$ cat config.mk
export PLATFORM = sky130hd
export DESIGN_NAME = qrs_sqrt_cell
export DESIGN_NICKNAME = d
export VERILOG_FILES = /design/src/design/quadratic_root_solver_macros.svh /design/src/design/qrs_pkg.sv /design/src/design/qrs_sqrt_cell.sv
export SDC_FILE = /design/constraint.sdc
export NUM_CORES = 1
export LEC_CHECK = 0
export BUFFER_PORTS_ARGS = -buffer_cell sky130_fd_sc_hd__buf_2
export CORE_AREA = 4 4 141 143
export DETAILED_ROUTE_END_ITERATION = 8
export DIE_AREA = 0 0 145 147
export PLACE_DENSITY_LB_ADDON = 0.05
export SKIP_CTS_REPAIR_TIMING = 1
export SYNTH_ARGS = -nofsm -noshare
export SYNTH_HDL_FRONTEND = slang
export SYNTH_SLANG_ARGS = --single-unit
$ cat constraint.sdc
create_clock -name clk -period 1.1 [get_ports clk]
set_clock_uncertainty 0.2 [all_clocks]
set_input_delay 0.11 -clock clk [delete_from_list [all_inputs] [get_ports clk]]
set_output_delay 0.11 -clock clk [all_outputs]
set_load 0.02 [all_outputs]
$ cat src/design/quadratic_root_solver_macros.svh
// assertion macros for the quadratic root solver
// used by the top level only, expects clk and rst_n in scope
`ifndef QUADRATIC_ROOT_SOLVER_MACROS_SVH
`define QUADRATIC_ROOT_SOLVER_MACROS_SVH
`ifndef SYNTHESIS
`define QRS_ASSERT(label, cond) \
    label: assert property (@(posedge clk) disable iff (!rst_n) (cond)) \
        else $error("qrs check failed");
`define QRS_ASSERT_NEXT(label, ante, cons) \
    label: assert property (@(posedge clk) disable iff (!rst_n) (ante) |=> (cons)) \
        else $error("qrs check failed");
`else
`define QRS_ASSERT(label, cond)
`define QRS_ASSERT_NEXT(label, ante, cons)
`endif
`endif

$ cat src/design/qrs_pkg.sv
// shared types and constants for the quadratic root solver
// no dependencies
package qrs_pkg;

    localparam int SQ_STEPS = 25;
    localparam int RAD_W    = 2 * SQ_STEPS;
    localparam int REM_W    = SQ_STEPS + 3;
    localparam int NUM_W    = 35;
    localparam int DEN_W    = 17;
    localparam int DISC_W   = 34;

    typedef enum logic [1:0] {
        KIND_REAL    = 2'd0,
        KIND_COMPLEX = 2'd1,
        KIND_A_ZERO  = 2'd2
    } root_kind_t;

    typedef struct packed {
        logic signed [24:0]        nb;
        logic                      den_neg;
        logic [DEN_W-1:0]          den_mag;
        logic signed [DISC_W-1:0]  disc;
        root_kind_t                kind;
    } sq_side_t;

    typedef struct packed {
        logic [RAD_W-1:0]    rad;
        logic [REM_W-1:0]    rem;
        logic [SQ_STEPS-1:0] root;
        sq_side_t            side;
    } sq_data_t;

    typedef struct packed {
        logic [1:0]                q_neg;
        logic signed [DISC_W-1:0]  disc;
        root_kind_t                kind;
        logic [DEN_W-1:0]          den_mag;
    } dv_side_t;

    typedef struct packed {
        logic [1:0][DEN_W-1:0] rem;
        logic [1:0][NUM_W-1:0] num;
        dv_side_t              side;
    } dv_data_t;

endpackage

$ cat src/design/qrs_sqrt_cell.sv
// one restoring square root step: brings down two radicand bits per beat
// depends on qrs_pkg
module qrs_sqrt_cell (
    input  logic              clk,
    input  logic              rst_n,
    input  logic              en,
    input  logic              valid_in,
    input  qrs_pkg::sq_data_t data_in,
    output logic              valid_out,
    output qrs_pkg::sq_data_t data_out
);
    import qrs_pkg::*;

    logic              valid_reg;
    sq_data_t          data_reg;
    sq_data_t          data_next;
    logic [REM_W-1:0]  part;
    logic [REM_W-1:0]  trial;
    logic              fits;

    always_comb
    begin
        part  = {data_in.rem[REM_W-3:0], data_in.rad[RAD_W-1 -: 2]};
        trial = {1'b0, data_in.root, 2'b01};
        fits  = (part >= trial);
        data_next      = data_in;
        data_next.rad  = {data_in.rad[RAD_W-3:0], 2'b00};
        data_next.rem  = fits ? (part - trial) : part;
        data_next.root = {data_in.root[SQ_STEPS-2:0], fits};
    end

    always_ff @(posedge clk or negedge rst_n)
    begin
        if (!rst_n)
            valid_reg <= 1'b0;
        else if (en)
            valid_reg <= valid_in;
    end

    always_ff @(posedge clk)
    begin
        if (en)
            data_reg <= data_next;
    end

    assign valid_out = valid_reg;
    assign data_out  = data_reg;

endmodule

## After elaboration in Yosys (flattened, before gate mapping)

Index checks and enable logic that the tools add are counted.

| storage, ports and cells | value |
|---|---|
| flip-flop bits (word level) | 181 |
| bits of input ports | 186 |
| output and inout port bits | 183 |
| word-level logic and storage cells | 12 |

| cells by class | value |
|---|---|
| add/subtract/negate cells | 1 |
| order comparisons | 1 |
| muxes and demuxes | 1 |

Operators by type and width:

| cell | number |
|---|---|
| greater-or-equal comparator 28 x 27 -> 1 bit | 1 |
| two-way mux 28 bit | 1 |
| subtractor 28 x 27 -> 28 bit | 1 |

## Depth between registers and ports, before layout

| logic depth | value |
|---|---|
| depth after elaboration | 2 |
| depth in mapped cells | 13 |
| mapped depth without buffers | 10 |

## Worst setup path after synthesis

OpenSTA, ideal clock, no wires.

| timing path | value |
|---|---|
| kind | in2reg |
| start point | in data_in[80] (netlist name) |
| end point | reg data_reg, in the netlist data_out[127], data pin |
| setup time | 265 ps |
| data arrival time | 2,102 ps |
| required time | 635 ps |
| setup slack | -1,467 ps |
| stages | 10 |
| buffers on the path | 0 |
| path through | inv_1 ha_1 a21oi_1 a211oi_2 a2111oi_4 o21ai_2 a41oi_4 o221ai_4 a2111oi_2 nor3_1 |

RTL lines:

| element | line | RTL |
|---|---|---|
| from (decl) | qrs_sqrt_cell.sv:8 | `input qrs_pkg::sq_data_t data_in,` |
| to (signal assigned) | qrs_sqrt_cell.sv:43 | `data_reg <= data_next;` |
| to (decl) | qrs_sqrt_cell.sv:15 | `sq_data_t data_reg;` |

==> impl_metrics.py <==
metrics = {
    "run_status": {
        "status": "finished, violations left",
        "violations": "negative hold slack, negative setup slack",
    },
    "clocking": {
        "cts_made_buffers": 17,
        "cts_root_buffer": "clkbuf_16",
        "clock_latency_ps": 420,
        "clock-sinks": 181,
        "clkSlewWorstSetupHoldPaths_ps": 70,
        "cts_buffer_depth": 2,
        "cts_tree": "built",
        "cts_max_level": 4,
    },
    "hold_path": {
        "min_path_type": "in -> reg",
    },
    "finish": {
        "postLayoutCoreUtil": 0.7568,
        "finalNetCount": 1344,
        "drive_gt1_frac": 0.5245,
        "diodes": 0,
        "design_area_sq_mm": 0.01406,
        "area_delta_synth_final_pct": 92.23,
    },
    "detailed_routing": {
        "ant_nets": 0,
        "drc": 0,
        "routed_via_density": 4.715,
        "drtIter0Drc": 323,
        "finalWirelength_mm": 25.69,
        "firstDrtPassIters": 4,
        "wl_per_cell_um": 18.64,
        "via_count": 6497,
    },
    "setup_path": {
        "crit_type": "in -> reg",
        "critical_path_depth": 11,
        "crit_buf_inv": 4,
        "critPathRequiredTime_ps": 1070,
        "crit_path_start": "data_in[80]",
        "r2r_slack_ps": 120,
        "cpPeakStageDelay_ps": 300,
        "r2r_start": "valid_out",
        "critPathMaxFanout": 8,
        "path_delay_family": "compound AO/OA/AOI/OAI gates",
        "slowest_stage": "a21o_4",
        "cp-start-kind": "input port",
        "crit_end": "data_out[118]",
        "path_cells": "buf_8 -> inv_4 -> ha_4 -> o21a_1 -> o31ai_4 -> a221oi_2 -> buf_4 -> o21ai_4 -> a21o_4 -> buf_4 -> mux2_4",
        "reg2reg_to": "valid_out",
        "endpoint_kind": "register",
        "arrival_ps": 2070,
        "rr_worst_depth": 1,
        "crit_path_frequent_cell": "buf_4",
    },
    "place": {
        "io_buffers": 364,
        "hpwl_mm": 17.27,
        "place_ws_ps": -1577,
        "place.gp.congestion": 0.8420,
        "place_area_sq_mm": 0.01046,
    },
    "floorplanning": {
        "die_area_sq_mm": 0.02132,
        "initial_utilization": 0.3937,
        "row_count": 50,
        "coreArea_sq_mm": 0.01858,
        "die_w_um": 145,
        "ioPinCount": 369,
        "fp.dieH_um": 147,
    },
    "timing": {
        "final-setup-viol-count": 269,
        "fin_ws_ps": -1003,
        "period_share": 1.912,
        "whs_ps": -113.0,
        "rsz0062_at_grt": "yes",
        "slew_violations": 0,
        "hold_viol": 14,
        "min_period_ps": 2103,
        "fmax_mhz": 475.6,
    },
    "logic_synthesis": {
        "synth_ff_type": "edfxtp_1",
        "synthTopCellsByCount": "edfxtp_1, nand2_1, inv_1",
        "synthMostInstantiatedCell": "edfxtp_1",
        "async_flop_share": 0.005525,
        "synth_enable_flop_cells": 180,
        "syn-instance-count": 465,
        "synth_top_area_share": 0.7390,
        "synth_area_leader_cell": "edfxtp_1",
        "seq_area_frac_synth": 0.7424,
        "syn_area_sq_mm": 0.007315,
        "yosys.cell_types.count": 59,
        "synth_seq_cells": 181,
        "synth_warnings": 0,
        "synthTopCellsByArea": "edfxtp_1, ha_1, nand2_1",
        "syn_avg_cell_area_sq_um": 15.73,
    },
    "power_and_ir_drop": {
        "ir_worst_vdd_uv": 1057,
        "power_w": 0.01999,
        "powerDensity_mw_per_mm2": 1422,
        "leakage_nw": 6.045,
    },
    "global_route": {
        "grt_pass1_wl_mm": 32.00,
        "grt-ovfl-total": 0,
        "antenna_found_initial": 0,
        "grt_max_degree": 61,
        "grtUsageTotal": 0.1931,
        "grt_pass1_vias": 5774,
    },
    "run": {
        "max-cap-violations": 0,
    },
}
==> metal layers <==
metal	GRT usage	up-vias	share of wire
li1	-	3100	-
met1	0.2137	3120	0.37
met2	0.3516	237	0.54
met3	0.05891	40	0.063
met4	0.07126	0	0.024
met5	0	-	0
==> through the flow <==
stage | cells | TNS, ps
floorplan | 466 | -29460
global route | 1378 | -85180
detailed placement | 1152 | -42520
finish | 1378 | -75320
CTS | 1184 | -61230
global placement | 1152 | -41600
==> cells by family (layout without fill, tap and decap cells) <==
| logic type | Yosys count | in the layout | synth area share |
|---|---|---|---|
| AO/OA/AOI/OAI | 104 | 105 | 0.1035 |
| XOR/XNOR | 21 | 21 | 0.02514 |
| adder cells (fa/ha/maj) | 27 | 27 | 0.04618 |
| buffers and inverters | 43 | 720 | 0.02497 |
| flip-flops | 181 | 181 | 0.7424 |
| multiplexers | 3 | 3 | 0.004618 |
| other | 1 | 2 | 0.0005127 |
| AND/OR/NAND/NOR | 85 | 85 | 0.05269 |
==> cell usage in the layout, fill, tap and decap left out, drive strengths merged, types with 4 or more instances in the layout <==
cell type,instances
nand3,10
o21ai,32
nand2,39
buf,474
o21bai,4
xnor2,11
xor2,10
inv,37
a31oi,4
a211oi,4
dlygate4sd3,181
edfxtp,180
clkbuf,18
nor2,14
a21oi,21
a21o,13
nand2b,4
nor3,4
ha,27
o31ai,6
clkinv,8
==> power by group <==
part,internal (W),switching [W],total [W]
logic,0.00278,0.00261,0.00539
clock network,0.00304,0.00294,0.00598
registers,0.00835,0.000267,0.00862
total,0.0142,0.00582,0.0200
==> worst min-delay path: cells and delay by family <==
| family | cells | cell delay (ps) |
|---|---|---|
| buf+inv | 2 | 180 |
| mux | 1 | 120 |
==> flip-flops by register name, indices dropped and copies added, names as in the netlist <==
signal     cells
data_out     180
valid_out      1
==> worst min-delay path by stage <==
stage	depth (start not counted)	startpoint	slack, ps	endpoint
6_report	3	data_in[106]	-110	data_out[108]
4_1_cts	1	rst_n	-770	valid_out
2_1_floorplan	0	rst_n	-390	valid_out
5_1_grt	3	data_in[106]	-120	data_out[108]
3_5_place_dp	1	rst_n	-310	valid_out
3_3_place_gp	1	rst_n	-310	valid_out
==> layout make-up <==
cell class	instances	area (sq um)
multi-input cells	243	2222
clock buffers	17	425.4
flip-flops and latches	181	5430
clock inverters	15	167.7
fillers	1159	4519
well taps	234	292.8
repair buffers	656	5388
inverters	32	135.1
Note: power is estimated with default switching activity, not from simulation.
