--- src/design/quadratic_root_solver_macros.svh ---
// assertion macros for the quadratic root solver
// used by the top level only, expects clk and rst_n in scope
`ifndef QUADRATIC_ROOT_SOLVER_MACROS_SVH
`define QUADRATIC_ROOT_SOLVER_MACROS_SVH
`ifndef SYNTHESIS
`define QRS_ASSERT(label, cond) \
    label: assert property (@(posedge clk) disable iff (!rst_n) (cond)) \
        else $error("qrs check failed");
`define QRS_ASSERT_NEXT(label, ante, cons) \
    label: assert property (@(posedge clk) disable iff (!rst_n) (ante) |=> (cons)) \
        else $error("qrs check failed");
`else
`define QRS_ASSERT(label, cond)
`define QRS_ASSERT_NEXT(label, ante, cons)
`endif
`endif

--- src/design/qrs_pkg.sv ---
// shared types and constants for the quadratic root solver
// no dependencies
package qrs_pkg;

    localparam int SQ_STEPS = 25;
    localparam int RAD_W    = 2 * SQ_STEPS;
    localparam int REM_W    = SQ_STEPS + 3;
    localparam int NUM_W    = 35;
    localparam int DEN_W    = 17;
    localparam int DISC_W   = 34;

    typedef enum logic [1:0] {
        KIND_REAL    = 2'd0,
        KIND_COMPLEX = 2'd1,
        KIND_A_ZERO  = 2'd2
    } root_kind_t;

    typedef struct packed {
        logic signed [24:0]        nb;
        logic                      den_neg;
        logic [DEN_W-1:0]          den_mag;
        logic signed [DISC_W-1:0]  disc;
        root_kind_t                kind;
    } sq_side_t;

    typedef struct packed {
        logic [RAD_W-1:0]    rad;
        logic [REM_W-1:0]    rem;
        logic [SQ_STEPS-1:0] root;
        sq_side_t            side;
    } sq_data_t;

    typedef struct packed {
        logic [1:0]                q_neg;
        logic signed [DISC_W-1:0]  disc;
        root_kind_t                kind;
        logic [DEN_W-1:0]          den_mag;
    } dv_side_t;

    typedef struct packed {
        logic [1:0][DEN_W-1:0] rem;
        logic [1:0][NUM_W-1:0] num;
        dv_side_t              side;
    } dv_data_t;

endpackage

--- src/design/qrs_div_cell.sv ---
// one restoring division step for both root lanes, one quotient bit per beat
// depends on qrs_pkg
module qrs_div_cell (
    input  logic              clk,
    input  logic              rst_n,
    input  logic              en,
    input  logic              valid_in,
    input  qrs_pkg::dv_data_t data_in,
    output logic              valid_out,
    output qrs_pkg::dv_data_t data_out
);
    import qrs_pkg::*;

    logic             valid_reg;
    dv_data_t         data_reg;
    dv_data_t         data_next;
    logic [DEN_W-1:0] part [2];
    logic             fits [2];

    always_comb
    begin
        data_next = data_in;
        for (int i = 0; i < 2; i++)
        begin
            part[i] = {data_in.rem[i][DEN_W-2:0], data_in.num[i][NUM_W-1]};
            fits[i] = (part[i] >= data_in.side.den_mag);
            data_next.rem[i] = fits[i] ? (part[i] - data_in.side.den_mag) : part[i];
            data_next.num[i] = {data_in.num[i][NUM_W-2:0], fits[i]};
        end
    end

    always_ff @(posedge clk or negedge rst_n)
    begin
        if (!rst_n)
            valid_reg <= 1'b0;
        else if (en)
            valid_reg <= valid_in;
    end

    always_ff @(posedge clk)
    begin
        if (en)
            data_reg <= data_next;
    end

    assign valid_out = valid_reg;
    assign data_out  = data_reg;

endmodule

--- config.mk ---
export PLATFORM = sky130hd
export DESIGN_NAME = qrs_div_cell
export DESIGN_NICKNAME = d
export VERILOG_FILES = /design/src/design/quadratic_root_solver_macros.svh /design/src/design/qrs_pkg.sv /design/src/design/qrs_div_cell.sv
export SDC_FILE = /design/constraint.sdc
export NUM_CORES = 1
export LEC_CHECK = 0
export BUFFER_PORTS_ARGS = -buffer_cell sky130_fd_sc_hd__buf_2
export CORE_AREA = 2 2 126 128
export CTS_CLUSTER_DIAMETER = 100
export DETAILED_ROUTE_END_ITERATION = 8
export DIE_AREA = 0 0 128 130
export PLACE_DENSITY_LB_ADDON = 0.2
export SETUP_SLACK_MARGIN = 0.1
export SLEW_MARGIN = 20
export SYNTH_ARGS = -nofsm -noshare
export SYNTH_HDL_FRONTEND = slang
export SYNTH_SLANG_ARGS = --single-unit
--- constraint.sdc ---
create_clock -name clk -period 1.5 [get_ports clk]
set_clock_uncertainty 0.1 [all_clocks]
set_input_delay 0.3 -clock clk [delete_from_list [all_inputs] [get_ports clk]]
set_output_delay 0.3 -clock clk [all_outputs]
set_load 0.01 [all_outputs]
### After elaboration in Yosys (flattened, before gate mapping)

Cells that the tools add are included.

* register bits: 160
* word-level logic and storage cells: 15

* muxes and demuxes: 2
* $lt $le $gt $ge: 2
* add/subtract/negate cells: 2

Operator list (count)
* $ge A17 B17 Y1: 2
* $mux W17: 2
* $sub A17 B17 Y17: 2

### Logic depth before layout (Yosys ltp)

* word-level depth: 2
* mapped depth: 11
* mapped depth without buffers: 9

### Worst setup path before layout

OpenSTA, ideal clock, no wires.

* path type: input to register
* start point: input data_in[8] (netlist name)
* end point: register data_reg, in the netlist data_out[146] (data pin)
* library setup time: 0.260 ns
* path buffers: 2
* setup slack: -1.259 ns
* stages on the path: 9
* arrival: 2.399 ns
* cell sequence: inv_1 > ha_1 > buf_2 > a21o_1 > a31o_2 > a221o_1 > o32ai_2 > buf_2 > mux2_2

RTL lines
* start, declared: RTL line qrs_div_cell.sv:8 `input qrs_pkg::dv_data_t data_in,`
* end signal, assigned: RTL line qrs_div_cell.sv:43 `data_reg <= data_next;`
* end, declared: RTL line qrs_div_cell.sv:15 `dv_data_t data_reg;`

==> flow_summary_export.csv <==
group,metric,value,unit
detailed_routing,drc,0,
placed_design,numPortBuffers,320,
critical_path,critPathCaptureType,"flop",
final_layout,fin_cells,1316,
clock_network,htree_levels,4,
logic_synthesis,synth-seq-cells,160,
sta,rsz0062_at_grt,"yes",
global_route,grt_antenna_before_repair,4,
critical_path,slowest_delay,0.30,ns
placed_design,gp_congestion,0.8766,
logic_synthesis,synth_area,7214,sq um
logic_synthesis,yosys.area_share.simple,0.07353,
logic_synthesis,async_flop_share,0.006250,
power_and_ir_drop,power_density,1051,nW/um^2
logic_synthesis,synth.area.mux_share,0.04544,
critical_path,critPathLaunchType,"input pin",
floorplan,core_area,15420,sq um
global_route,grt_overflow,0,
clock_network,cts_tree,"done",
critical_path,cp_slowest_cell,"mux2_4",
sta,fmax,448.6,MHz
worst_hold_path,min_from,"data_in[124]",
detailed_routing,vias,7010,
logic_synthesis,synth_adder_area_share,0.06452,
logic_synthesis,synth_flop_cell,"edfxtp_1",
clock_network,numCtsBuffers,17,
worst_hold_path,min_to,"data_out[142]",
placed_design,dp_cells,1133,
clock_network,insertion_delay,0.43,ns
logic_synthesis,synth_cell_type_count,63,
critical_path,r2r_setup_slack,0.62,ns
final_layout,drive_gt1_frac,0.5611,
logic_synthesis,synth_xor_area_frac,0.02428,
placed_design,dp_hpwl,18.24,mm
detailed_routing,drt_iter0_drc,481,
floorplan,rows,46,
power_and_ir_drop,p_leak,0.005754,uW
sta,finalCriticalPeriod,2.229,ns
floorplan,die_h,130,um
critical_path,cp_max_fo,5,
sta,fin_crit_sh,1.486,
logic_synthesis,syn_nets,695,
global_route,grt_pass1_wl,42.06,mm
critical_path,r2r.worst_path.cells,1,
critical_path,cp.buffers_inverters,3,
logic_synthesis,yosysSeqAreaShare,0.6653,
floorplan,initial_core_util,0.4677,
sta,finalSetupViolations,36,
sta,hold_viol,0,
outcome,status,"complete, but fails checks",
critical_path,critPathKind,"in2reg",
critical_path,reg2reg_to,"valid_out",
clock_network,cts-root-buf,"clkbuf_16",
worst_hold_path,hold_path_depth,3,
global_route,grt_pass1_vias,7363,
sta,slew_headroom,0.5996,
detailed_routing,wl_per_cell,22.62,um
sta,timing.final.ws_setup,-0.7293,ns
floorplan,die_w,128,um
logic_synthesis,synth_compound_area_frac,0.09903,
global_route,grt_use_total,0.3413,
outcome,violations,"setup timing",
clock_network,cts.clk_slew.worst_paths,0.07,ns
logic_synthesis,synth_edf_count,159,
detailed_routing,vias_per_cell,5.327,
critical_path,rr_startpoint,"valid_out",
final_layout,fin_area,13140,sq um
logic_synthesis,synth_top_family_by_area,"compound AO/OA/AOI/OAI gates",
sta,worstMarginPinSlew,0.5943,ns
global_route,grt_max_degree,37,
final_layout,fin_nets,1307,
detailed_routing,dr.pass1.iters,4,
detailed_routing,wl,29.77,mm
clock_network,clkSinkCount,160,
final_layout,area_growth,82.10,%
logic_synthesis,syn_inst,496,
final_layout,nFillCells,770,
critical_path,worstPathCellList,"buf_6, ha_4, a211oi_4, o211ai_1, and4_4, o31ai_4, and2_4, buf_6, buf_8, mux2_4",
critical_path,critical_path.top_delay_family,"compound AO/OA/AOI/OAI gates",
logic_synthesis,ys.warnings.count,0,
detailed_routing,antenna_left,0,
critical_path,cp.arrival,2.31,ns
job,cap_viol_max_count,0,
critical_path,worstPathRequired,1.58,ns
clock_network,clock_path_buffers,2,
floorplan,pin_count,323,
critical_path,crit_top_cell,"buf_6",
worst_hold_path,min_path_type,"in2reg",
placed_design,placed_cell_area,10230,sq um
sta,slew_viol_final,0,
logic_synthesis,avgSynthCellArea,14.55,sq um
floorplan,die_area,16640,sq um
power_and_ir_drop,peakVddDrop,0.0008013,V
[registers in the layout, summed over array words and instances, names as in the netlist]
| name | count |
|---|---|
| data_out | 159 |
| valid_out | 1 |
[where the power goes]
group	switching (uW)	internal (uW)	leakage (uW)
clock network	1960	2760	0.000306
logic	1660	1860	0.00388
registers	161	5410	0.00157
[Yosys cell counts, drive strengths merged, types with 2 or more instances]
cell	count	area [sq um]
nor2b	5	31.28
or2	2	12.52
a21boi	3	22.52
xor2	5	43.79
o31ai	4	35.03
a41o	2	20.02
a21o	9	68.82
a31oi	5	31.28
a21oi	28	143.9
a31o	2	17.52
and3	5	33.78
nor3	2	10.01
or3b	2	17.52
fa	2	40.04
inv	32	120.1
nor2	26	97.59
o21ai	23	115.1
o311ai	2	17.52
o2111ai	5	43.79
mux2i	5	50.05
and4	3	28.78
nand2b	3	18.77
edfxtp	159	4775
a221oi	2	17.52
mux2	23	277.8
a221o	2	20.02
o211ai	3	22.52
nand3	12	60.06
nand2	22	82.58
xnor2	15	131.4
and2	7	43.79
nand4	5	31.28
clkbuf	4	16.26
ha	34	425.4
buf	7	65.06
a211oi	7	52.55
o21a	6	45.04
[tightest hold or removal path, delay by kind of cell]
family          cells  cell delay [ns]
simple gates        1             0.06
buf+inv             1             0.08
compound gates      1             0.05
[cells in the final DEF (no fill, tap or decap), types with 4 or more instances in the layout]
master	synthesis	final
inv_8	0	5
buf_4	1	141
xor2_1	5	5
a31oi_1	5	4
inv_1	31	17
a21o_1	8	8
nand3_1	12	11
clkbuf_16	0	17
nand4_1	5	5
mux2_2	18	7
ha_4	0	25
xnor2_1	15	15
o21ai_0	22	15
edfxtp_1	159	159
and2_4	0	4
dlygate4sd3_1	0	125
ha_1	34	8
buf_8	0	8
a21oi_1	27	22
buf_2	3	278
o21a_1	6	6
a21oi_4	0	5
inv_4	0	8
inv_6	0	5
nor2_1	26	24
buf_6	2	49
nand2_1	22	17
a211oi_1	7	4
o21ai_2	0	4
nand2_2	0	4
mux2i_1	5	5
mux2_4	5	16
[metal layers]
metal | wire, um | part of all wire | GRT usage | vias up
met5 | 11 | 0.00037 | 0 | -
met4 | 1623 | 0.055 | 0.2069 | 2
met3 | 2055 | 0.069 | 0.08487 | 103
met2 | 15400 | 0.52 | 0.5986 | 378
met1 | 10670 | 0.36 | 0.3772 | 3386
li1 | - | - | - | 3141
[final cells by class]
| cell class | instances | area (sq um) | area share |
|---|---|---|---|
| antenna | 3 | 7.507 | 0.0005714 |
| multi-input combinational | 293 | 2855 | 0.2173 |
| sequential | 160 | 4800 | 0.3653 |
| timing repair buffer | 604 | 4433 | 0.3374 |
| clock inverter | 12 | 172.7 | 0.01314 |
| clock buffer | 20 | 456.7 | 0.03476 |
| inverter | 32 | 172.7 | 0.01314 |
| tap | 192 | 240.2 | 0.01829 |
[through the flow]
step | setup WS (ns) | utilization | hold WS [ns] | total power (uW) | setup TNS, ns
floorplan | -1.076 | - | -0.09559 | 6850 | -33.94
global placement | -1.238 | 0.6634 | -0.02519 | 8159 | -39.93
detailed placement | -1.286 | 0.6634 | -0.02464 | 8227 | -41.46
CTS | -0.6594 | 0.8267 | 0.05816 | 13390 | -20.35
global route | -0.7480 | 0.8516 | 0.05499 | 14250 | -23.39
finish | -0.7293 | 0.8517 | 0.06451 | 13810 | -22.17
[cells by family (layout without fill, tap and decap cells)]
logic type,Yosys count,in the layout
flip-flops,160,160
adder cells (fa/ha/maj),36,36
buffers and inverters,43,668
other,0,3
AO/OA/AOI/OAI,107,107
multiplexers,28,28
XOR/XNOR,20,20
AND/OR/NAND/NOR,102,102
[worst max-delay path by stage]
stage / from / end / slack, ns / cells past startpoint
6_report: data_in[130] / data_out[134] / -0.73 / 10
5_1_grt: data_in[130] / data_out[134] / -0.75 / 10
4_1_cts: data_in[130] / data_out[134] / -0.66 / 10
3_5_place_dp: data_in[6] / data_out[146] / -1.29 / 9
3_3_place_gp: data_in[6] / data_out[146] / -1.24 / 9
2_1_floorplan: data_in[6] / data_out[134] / -1.08 / 10
[repair_timing]
item	CTS	global route
pin swaps	36	31
endpoints found under the setup margin	38	73
buffers inserted	20	3
hold endpoints to repair	125	0
hold buffers	125	0
resized for setup	112	89
gates cloned	0	0
(Power assumes the default switching activity.)
